File: src/sv/nlq_pkg.sv
// shared types and constants for the nearest level quantizer
package nlq_pkg;

  localparam int VALUE_BITS = 32;
  localparam int INDEX_BITS = 8;
  localparam int COUNT_BITS = 9;

  localparam logic [COUNT_BITS-1:0] LEVEL_COUNT_RESET = 9'd256;

  typedef enum logic [0:0] {
    REQ_LOAD   = 1'b0,
    REQ_SAMPLE = 1'b1
  } req_type_t;

  typedef struct packed {
    req_type_t                     req_type;
    logic [INDEX_BITS-1:0]         level_index;
    logic signed [VALUE_BITS-1:0]  level_value;
    logic signed [VALUE_BITS-1:0]  sample;
  } in_item_t;

  typedef struct packed {
    logic signed [VALUE_BITS-1:0]  quantized_value;
    logic [INDEX_BITS-1:0]         chosen_index;
  } out_item_t;

endpackage

File: src/sv/nlq_search.sv
// binary search sequencer: one table probe per cycle, keeps the closest midpoint
module nlq_search #(
  parameter int ADDR_W  = 8,
  parameter int COUNT_W = 9
) (
  input  logic                                  clk,
  input  logic                                  rst,
  input  logic                                  go,
  input  logic [COUNT_W-1:0]                    count,
  input  logic signed [nlq_pkg::VALUE_BITS-1:0] sample,
  output logic                                  busy,
  output logic                                  re,
  output logic [ADDR_W-1:0]                     raddr,
  input  logic signed [nlq_pkg::VALUE_BITS-1:0] rdata,
  output logic                                  done,
  output nlq_pkg::out_item_t                    result
);

  localparam int VB = nlq_pkg::VALUE_BITS;

  typedef enum logic {
    IDLE,
    PROBE
  } state_t;

  state_t                state;
  logic [COUNT_W-1:0]    lo;
  logic [COUNT_W-1:0]    hi_ex;
  logic [ADDR_W-1:0]     mid;
  logic signed [VB-1:0]  smp;
  logic [VB:0]           best_gap;
  logic [ADDR_W-1:0]     best_idx;
  logic signed [VB-1:0]  best_val;
  logic                  first;

  logic signed [VB:0]    diff;
  logic [VB:0]           gap;
  logic                  take;
  logic                  go_up;
  logic [COUNT_W-1:0]    lo_next;
  logic [COUNT_W-1:0]    hi_ex_next;
  logic [COUNT_W-1:0]    mid_wide;
  logic [ADDR_W-1:0]     mid_next;
  logic                  more;
  logic [ADDR_W-1:0]     sel_idx;
  logic signed [VB-1:0]  sel_val;

  // gap and direction for the probed level
  always_comb begin
    diff  = {smp[VB-1], smp} - {rdata[VB-1], rdata};
    gap   = diff[VB] ? (VB+1)'(-diff) : (VB+1)'(diff);
    take  = first || (gap < best_gap);
    go_up = rdata < smp;
    sel_idx = take ? mid : best_idx;
    sel_val = take ? rdata : best_val;
  end

  // next bounds, hi_ex is one past the last candidate
  always_comb begin
    if (go_up) begin
      lo_next    = COUNT_W'(mid) + COUNT_W'(1);
      hi_ex_next = hi_ex;
    end else begin
      lo_next    = lo;
      hi_ex_next = COUNT_W'(mid);
    end
    more     = lo_next < hi_ex_next;
    mid_wide = lo_next + ((hi_ex_next - COUNT_W'(1) - lo_next) >> 1);
    mid_next = mid_wide[ADDR_W-1:0];
  end

  logic [COUNT_W-1:0] mid0_wide;
  assign mid0_wide = (count - COUNT_W'(1)) >> 1;

  assign busy = (state != IDLE);

  always_comb begin
    re    = 1'b0;
    raddr = mid_next;
    unique case (state)
      IDLE: begin
        re    = go;
        raddr = mid0_wide[ADDR_W-1:0];
      end
      PROBE: begin
        re    = more;
        raddr = mid_next;
      end
      default: begin
        re    = 1'b0;
      end
    endcase
  end

  always_ff @(posedge clk) begin
    if (rst) begin
      state <= IDLE;
      done  <= 1'b0;
      first <= 1'b0;
    end else begin
      done <= 1'b0;
      unique case (state)
        IDLE: begin
          if (go) begin
            state <= PROBE;
            lo    <= '0;
            hi_ex <= count;
            mid   <= mid0_wide[ADDR_W-1:0];
            smp   <= sample;
            first <= 1'b1;
          end
        end
        PROBE: begin
          first    <= 1'b0;
          best_idx <= sel_idx;
          best_val <= sel_val;
          if (take) begin
            best_gap <= gap;
          end
          lo    <= lo_next;
          hi_ex <= hi_ex_next;
          mid   <= mid_next;
          if (!more) begin
            state                  <= IDLE;
            done                   <= 1'b1;
            result.quantized_value <= sel_val;
            result.chosen_index    <= nlq_pkg::INDEX_BITS'(sel_idx);
          end
        end
        default: begin
          state <= IDLE;
        end
      endcase
    end
  end

endmodule

File: config.mk
export PLATFORM = sky130hd
export DESIGN_NAME = nlq_search
export DESIGN_NICKNAME = d
export VERILOG_FILES = /design/src/sv/nlq_pkg.sv /design/src/sv/nlq_search.sv
export SDC_FILE = /design/constraint.sdc
export NUM_CORES = 1
export LEC_CHECK = 0
export ABC_AREA = 1
export CORE_MARGIN = 2
export CORE_UTILIZATION = 42
export DETAILED_ROUTE_END_ITERATION = 6
export DONT_BUFFER_PORTS = 1
export PLACE_DENSITY = 0.56
export SYNTH_ARGS = -nofsm -noshare
export SYNTH_HDL_FRONTEND = slang
export SYNTH_SLANG_ARGS = --single-unit
File: constraint.sdc
create_clock -name clk -period 7.5 [get_ports clk]
set_clock_uncertainty 0.05 [all_clocks]
set_input_delay 0.375 -clock clk [delete_from_list [all_inputs] [get_ports clk]]
set_output_delay 0.375 -clock clk [all_outputs]
set_load 0.005 [all_outputs]
# == Word-level counts from Yosys, hierarchy flattened ==
# Index checks and enable logic that the tools add are counted.
# word_totals
wordCells,52
output_inout_bits,51
register_bits,174
input_bits,76
# classes
magnitude_cmp,3
eq_ne,1
muxes,19
n_addsub,7
n_bitwise,3
reduce_logical,7
# op_table
operator,n
$mux 9,4
$pmux 9 s2,2
$lt 33x33->1,1
$mux 33,1
$neg 33->33,1
$sub 32x32->33,1
$lt 32x32->1,1
$mux 32,1
$pmux 8 s2,2
$sub 9x1->9 const B,2
$mux 8,2
$add 8x1->9 const B,1
$lt 9x9->1,1
$reduce_and 3->1,3
$sub 9x9->9,1
$add 8x8->8,1
$pmux 1 s2,3
$mux 1,4
$reduce_and 2->1,2
$not 1->1,3
$ne 2x2->1 const B,1
$reduce_or 2->1,1
$logic_or 1x1->1,1

# == Depth between registers and ports, before layout ==
# Gate-level depths: netlist (run 1).
# logic_depth
word_depth,6
mapped_depth,33
ltp_nobuf,32

# == Least setup slack after synthesis (run 1) ==
# OpenSTA, ideal clock, no wires.
# synth_timing
path_type,in2reg
startpoint,input port rdata[0] in the netlist's numbering
endpoint,register best_gap[0] (enable)
t_required_ns,7.027
cell_stages,31
setup_time_ns,0.423
setup_slack_ns,1.768
t_arrival_ns,5.259
n_path_buf,2
path_cell_list,ha_1 > fa_1 > inv_1 > nand3_1 > nand2_1 > nand2_1 > nand2_1 > nand2_1 > nand2_2 > nand2_1 > o211a_1 > xor2_2 > buf_2 > nor2_1 > xnor2_1 > inv_1 > ha_1 > a21oi_1 > o21ai_0 > a41oi_1 > nor3_1 > o21ai_0 > nand2_1 > nand2_1 > nand2_1 > nand2_1 > nand2_1 > nand2_1 > inv_1 > clkbuf_1 > nor2_1
# synth_between
elab_chain_cells,6
# synth_rtl
element,line_no,rtl
from (decl),nlq_search.sv:14,"input logic signed [nlq_pkg::VALUE_BITS-1:0] rdata,"
$sub 32x32->33 (*),nlq_search.sv:50,"diff = {smp[VB-1], smp} - {rdata[VB-1], rdata};"
$neg 33->33,nlq_search.sv:51,gap = diff[VB] ? (VB+1)'(-diff) : (VB+1)'(diff);
$mux 33 (*),nlq_search.sv:51,
net gap[2],nlq_search.sv:37,logic [VB:0] gap;
$lt 33x33->1 (*),nlq_search.sv:52,take = first || (gap < best_gap);
$logic_or 1x1->1 (*),nlq_search.sv:52,
$reduce_and 3->1 (no line) (*),-,
to (signal assigned),nlq_search.sv:118,best_gap <= gap;
to (decl),nlq_search.sv:31,logic [VB:0] best_gap;
# Mark *: on every way through the listed nets, which the timed path passes. The rest lies on a longest branch.
# A chain may end at the register's enable or synchronous reset.

# == Final worst setup path (run 1) ==
# layout_timing
startpoint,register smp[18]
endpoint,output port raddr[6]
# layout_between
word_cells_on_any_way,7
classes_between,add/sub: 3; order compare: 1; mux: 3
# layout_rtl
element,line_no,rtl
from (decl),nlq_search.sv:30,logic signed [VB-1:0] smp;
from (signal assigned),nlq_search.sv:109,smp <= sample;
$lt 32x32->1 (*),nlq_search.sv:53,go_up = rdata < smp;
$mux 9 (*),nlq_search.sv:60,if (go_up) begin
net lo_next[1],nlq_search.sv:40,logic [COUNT_W-1:0] lo_next;
$sub 9x9->9,nlq_search.sv:68,mid_wide = lo_next + ((hi_ex_next - COUNT_W'(1) - lo_next) >> 1);
$add 8x8->8 (*),nlq_search.sv:68,
$pmux 8 s2 (*),nlq_search.sv:80,unique case (state)
to (decl),nlq_search.sv:13,"output logic [ADDR_W-1:0] raddr,"
# Marks and branches as above.

==> metrics.cfg, run 1 <==
[die]
die_x_um=172
rows=61
fp.dieH_um=172
initial_core_util_pct=42.5
core_area_um2=27800
dieArea_um2=29500
ios=127

[cts]
post_cts_buffers=0
post_cts_resized=0
cts-hold-fix-buffers=32
cts_tree=yes
clock_path_buffers=2
htreeDepth=4
root_buffer=clkbuf_16
cts_sinks=174
cts_buffers=17
insertion_delay_ns=0.45
clkTransAtPathRegs_ns=0.09

[grt]
grt_pass1_wl_mm=47.9
overflow=0
grt_usage_pct=21.0
grt_max_degree=42
grt_antenna_before_repair=1
grt_pass1_vias=9029

[synthesis]
yosys_warnings=0
ys_seq_area_share_pct=44.0
syn-cell-area_um2=11800
yosys.cell_types.count=51
synth_cells=1456
avgSynthCellArea_um2=8.12
synth_flop_cell=edfxtp_1
synth_area_leader_cell=edfxtp_1
synth_edf_count=171
synth-seq-cells=174
ys_top_cells_by_area=edfxtp_1 (43%), nand2_1 (14%), ha_1 (9.3%)
synth_top_area_share_pct=43.4
synthArstFlopShare_pct=0
synth_nets=1623

[drt]
drcViolationCount=0
drt-initial-drc-count=602
avgRoutedWirePerCell_um=15.8
wl_mm=29.8
dr.pass1.iters=5
num_vias=9291
postRouteAntennaNets=0
vias_per_cell=4.92

[worst_setup_path]
r2r_slack_ns=1.88
crit_slowest_cell=fa_1
cp-start-kind=flop
critPathArrivalTime_ns=5.70
worstSetupPathType=reg -> out
crit_top_cell=nor2_1
crit_path_max_fanout=27
cpLargestDelayFamily=simple AND/OR/NAND/NOR gates
critPathCaptureType=primary output
max_stage_delay_ns=0.48
cp.buffers_inverters=4
required_ns=7.07

[sta]
worst_pin_slew_ns=0.958
rsz0062_at_grt=false
tns_ns=0
slew_headroom_pct=36.0
achievable-frequency_mhz=163
hold_viol_final=0
setup_viol=0
final_max_slew_viol_count=0
whs_ns=0.0730
period_needed_ns=6.12
period_share_pct=81.6

[placement]
hpwl_mm=23.1
gp_congestion=0.941
dp.cells=1823
io_buffers=0

[power]
vdd_drop_max_mv=0.175
power_density_nw_per_um2=267
p_leak_nw=6.00

[layout]
multi_input_area_um2=5670
regArea_um2=5190
stdcell_count=1888
layout.nets=1663
area_growth_syn_to_layout_pct=12.2
final_common_cell=nand2_1
fill_cells=2770
final_cell_mix=nand2_1 (427), inv_1 (228), edfxtp_1 (171)
drive_gt1_share_pct=8.75

[status]
status=finished, final reports clean

[min_path]
hold_class=in -> reg

[job]
drv_cap=0

## path summary, 6_finish.rpt
kind / from / to / cells past startpoint
hold reg to reg: first / first / 2
setup / recovery: smp[18] / raddr[6] / 27
hold / removal: count[7] / hi_ex[7] / 2
setup reg to reg: smp[0] / best_gap[12] / 34
## metrics by stage
stage / utilization [%] / area, um2 / worst slack [ns] / power (W)
4_1_cts: 47.7 / 13300 / 1.34 / 0.00357
3_5_place_dp: 44.3 / 12300 / 1.82 / 0.00260
5_1_grt: 47.7 / 13300 / 0.817 / 0.00380
2_1_floorplan: - / 11800 / 1.77 / 0.00228
3_3_place_gp: 44.3 / 12300 / 1.91 / 0.00259
6_report: 47.7 / 13300 / 1.38 / 0.00354
## Yosys cell counts, drive strengths merged, types with 2 or more instances
cell type / number
nand2: 453
inv: 240
edfxtp: 171
nor2: 145
ha: 88
a21oi: 76
nand3: 67
o21ai: 50
xor2: 31
nand4: 24
nor3: 21
xnor2: 14
or2: 12
clkbuf: 10
buf: 9
a31oi: 7
o21bai: 6
nand3b: 5
nor4: 4
dfxtp: 3
fa: 3
a211oi: 2
o21a: 2
o221a: 2
## cell type report
class	count	share of cell area (%)
Multi-Input combinational cell	1022	42.8
Clock buffer	17	3.21
Sequential cell	174	39.2
Antenna cell	1	0.0189
Tap cell	378	3.57
Timing Repair Buffer	40	2.87
Clock inverter	15	1.57
Inverter	241	6.82
## routing by layer
metal	GRT usage, %	part of all wire, %	wire length (um)	up-vias
met5	0	0	0	-
met4	5.12	1.4	408	0
met3	4.35	5.5	1640	22
met2	32.6	43	12900	198
met1	30.1	50	14900	4248
li1	-	-	-	4823
## logic make-up (layout without fill, tap and decap cells)
| family | after synthesis | in the layout | synth area share, % |
|---|---|---|---|
| flip-flops | 174 | 174 | 44.0 |
| XOR/XNOR | 45 | 45 | 3.46 |
| buffers and inverters | 260 | 313 | 8.34 |
| AND/OR/NAND/NOR | 734 | 734 | 27.3 |
| other | 0 | 1 | 0 |
| adder cells (fa/ha/maj) | 91 | 91 | 9.82 |
| AO/OA/AOI/OAI | 152 | 152 | 7.15 |
## power breakdown
| part | internal (W) | leakage, nW | switching [W] |
|---|---|---|---|
| registers | 0.00123 | 1.61 | 0.0000412 |
| clock network | 0.000488 | 0.307 | 0.000461 |
| logic | 0.000450 | 4.08 | 0.000865 |
| total | 0.00217 | 6.00 | 0.00137 |
## registers in the layout (all words and copies together), names as in the netlist
register	count
first	1
best_gap	33
smp	32
hi_ex	9
busy	1
best_val	32
lo	9
done	1
mid	8
result	40
best_idx	8
## worst reg2reg max path: cells and delay by family, from the launching register on
family	cells	cell delay (ns)
buffers and inverters	8	1.50
and+or+nand+nor	16	1.45
adders and majority gates	3	0.89
AOI/OAI and AO/OA	5	0.73
DFF	1	0.33
xor gates and xnor gates	2	0.30
Power figures use the tool's default switching activity.
==> run 2, diff against run 1 <==
==> constraint.sdc (replaced) <==
create_clock -name clk -period 6.25 [get_ports clk]
set_clock_uncertainty 0.05 [all_clocks]
set_input_delay 0.3125 -clock clk [delete_from_list [all_inputs] [get_ports clk]]
set_output_delay 0.3125 -clock clk [all_outputs]
set_load 0.005 [all_outputs]
==> run 2 against run 1 <==
Worst setup slack worse by 0.90 ns. Core utilization up 0.12 points. Final area up 0.25%. Sequential power up 20%. Sequential cell count unchanged. Total power up 21%. Non-clock buffer count up 1. Cell count about the same. Worst hold slack worse by 0.051 ns. Global-route usage up 0.33 points. Register-to-register slack worse by 0.99 ns. Clock power up 20%. Largest power group unchanged. Highest routed layer unchanged.
==> metrics.cfg, run 2 (synthesized netlist as in run 1, its figures left out) <==
[status]
status=finished, final reports clean  ; unchanged

[grt]
overflow=0  ; unchanged
grt_antenna_before_repair=1  ; unchanged
grt_max_degree=41  ; was 42
grt_pass1_wl_mm=48.8  ; was 47.9 mm
grt_usage_pct=21.4  ; was 21.0%
grt_pass1_vias=9224  ; was 9,029

[die]
initial_core_util_pct=42.5  ; unchanged
dieArea_um2=29500  ; unchanged
die_x_um=172  ; unchanged
rows=61  ; unchanged
fp.dieH_um=172  ; unchanged
core_area_um2=27800  ; unchanged
ios=127  ; unchanged

[layout]
utilization_pct=47.8  ; was 47.7%
layout.nets=1664  ; was 1,663
drive_gt1_share_pct=9.27  ; was 8.75%
largest_reg_flops=40  ; unchanged
final_cell_mix=nand2_1 (427), inv_1 (227), edfxtp_1 (171)  ; was nand2_1 (427), inv_1 (228), edfxtp_1 (171)
max_flop_register=result  ; unchanged
area_growth_syn_to_layout_pct=12.5  ; was 12.2%
reg_top3=result: 40 flops, best_gap: 33 flops  ; unchanged
final_common_cell=nand2_1  ; unchanged

[placement]
gp_congestion=0.911  ; was 0.941
io_buffers=0  ; unchanged
dp_slack_ns=0.545  ; was 1.82 ns
hpwl_mm=23.5  ; was 23.1 mm

[job]
drv_cap=0  ; unchanged

[power]
power_density_nw_per_um2=321  ; was 267 nW/um2
p_total_w=0.00426  ; was 0.00354 W
p_leak_nw=6.00  ; about the same
vdd_drop_max_mv=0.196  ; was 0.175 mV

[min_path]
hold_class=in -> reg  ; unchanged

[drt]
wl_mm=30.4  ; was 29.8 mm
dr.pass1.iters=5  ; unchanged
avgRoutedWirePerCell_um=16.1  ; was 15.8 um
num_vias=9448  ; was 9,291
drt-initial-drc-count=617  ; was 602
drcViolationCount=0  ; unchanged
postRouteAntennaNets=0  ; unchanged
vias_per_cell=5.00  ; was 4.92

[cts]
insertion_delay_ns=0.45  ; about the same
cts_tree=yes  ; unchanged
clock_path_buffers=2  ; unchanged
htreeDepth=4  ; unchanged
root_buffer=clkbuf_16  ; unchanged
clkTransAtPathRegs_ns=0.08  ; was 0.09 ns
cts_buffers=17  ; unchanged
cts_sinks=174  ; unchanged

[worst_setup_path]
critPathArrivalTime_ns=5.41  ; was 5.70 ns
cp.buffers_inverters=4  ; unchanged
crit_slowest_cell=fa_1  ; unchanged
cp-start-kind=flop  ; unchanged
crit_path_max_fanout=27  ; unchanged
cpLargestDelayFamily=simple AND/OR/NAND/NOR gates  ; unchanged
max_stage_delay_ns=0.48  ; about the same
critPathCaptureType=primary output  ; unchanged
worstSetupPathType=reg -> out  ; unchanged
required_ns=5.89  ; was 7.07 ns
crit_top_cell=nor2_1  ; unchanged

[sta]
setup_viol=0  ; unchanged
rsz0062_at_grt=false  ; unchanged
setup_slack_ns=0.481  ; was 1.38 ns
period_needed_ns=5.77
period_share_pct=92.3
achievable-frequency_mhz=173
final_max_slew_viol_count=0  ; unchanged
tns_ns=0  ; unchanged
worst_pin_slew_ns=0.961  ; was 0.958 ns
hold_viol_final=0  ; unchanged
slew_headroom_pct=35.8  ; was 36.0%

-- run 2: report_power, final --
group / total, W / internal, W / switching (W) / leakage [nW]
clock network: 0.00114 / 0.000555 / 0.000580 / 0.300
registers: 0.00153 / 0.00148 / 0.0000509 / 1.61
logic: 0.00160 / 0.000547 / 0.00105 / 4.09
-- run 2: routing by layer --
metal | share of wire, % | GRT usage (%)
met5 | 0 | 0
met4 | 0.84 | 4.35
met3 | 6.5 | 4.67
met2 | 44 | 34.0
met1 | 48 | 30.0
-- run 2: layout make-up --
type / count / area (um2)
Antenna cell: 1 / 2.50
Clock buffer: 17 / 425
Clock inverter: 15 / 205
Fill cell: 2749 / 14500
Inverter: 241 / 905
Multi-Input combinational cell: 1022 / 5700
Sequential cell: 174 / 5190
Tap cell: 378 / 473
Timing Repair Buffer: 41 / 388
-- run 2: worst paths after layout --
kind                            cells past startpoint  slack, ns     start           end
worst max-delay path                               27       0.48   smp[26]      raddr[6]
worst min-delay path                                2       0.02  rdata[2]   best_val[2]
worst max register to register                     33       0.89    smp[0]  best_gap[12]
worst min register to register                      2       0.44     first         first
-- run 2: timing repair --
item	CTS	global route
resized for setup	0	10
hold buffers	32	0
endpoints found under the setup margin	0	4
buffers inserted	0	0
hold endpoints to repair	32	0
-- run 2: stage by stage --
step / area, um2 / hold WS [ns] / std cells
floorplan: 11800 / 0.361 / 1456
global placement: 12300 / 0.362 / 1824
detailed placement: 12300 / 0.361 / 1824
CTS: 13300 / 0.00264 / 1888
global route: 13300 / 0.0185 / 1889
finish: 13300 / 0.0219 / 1889
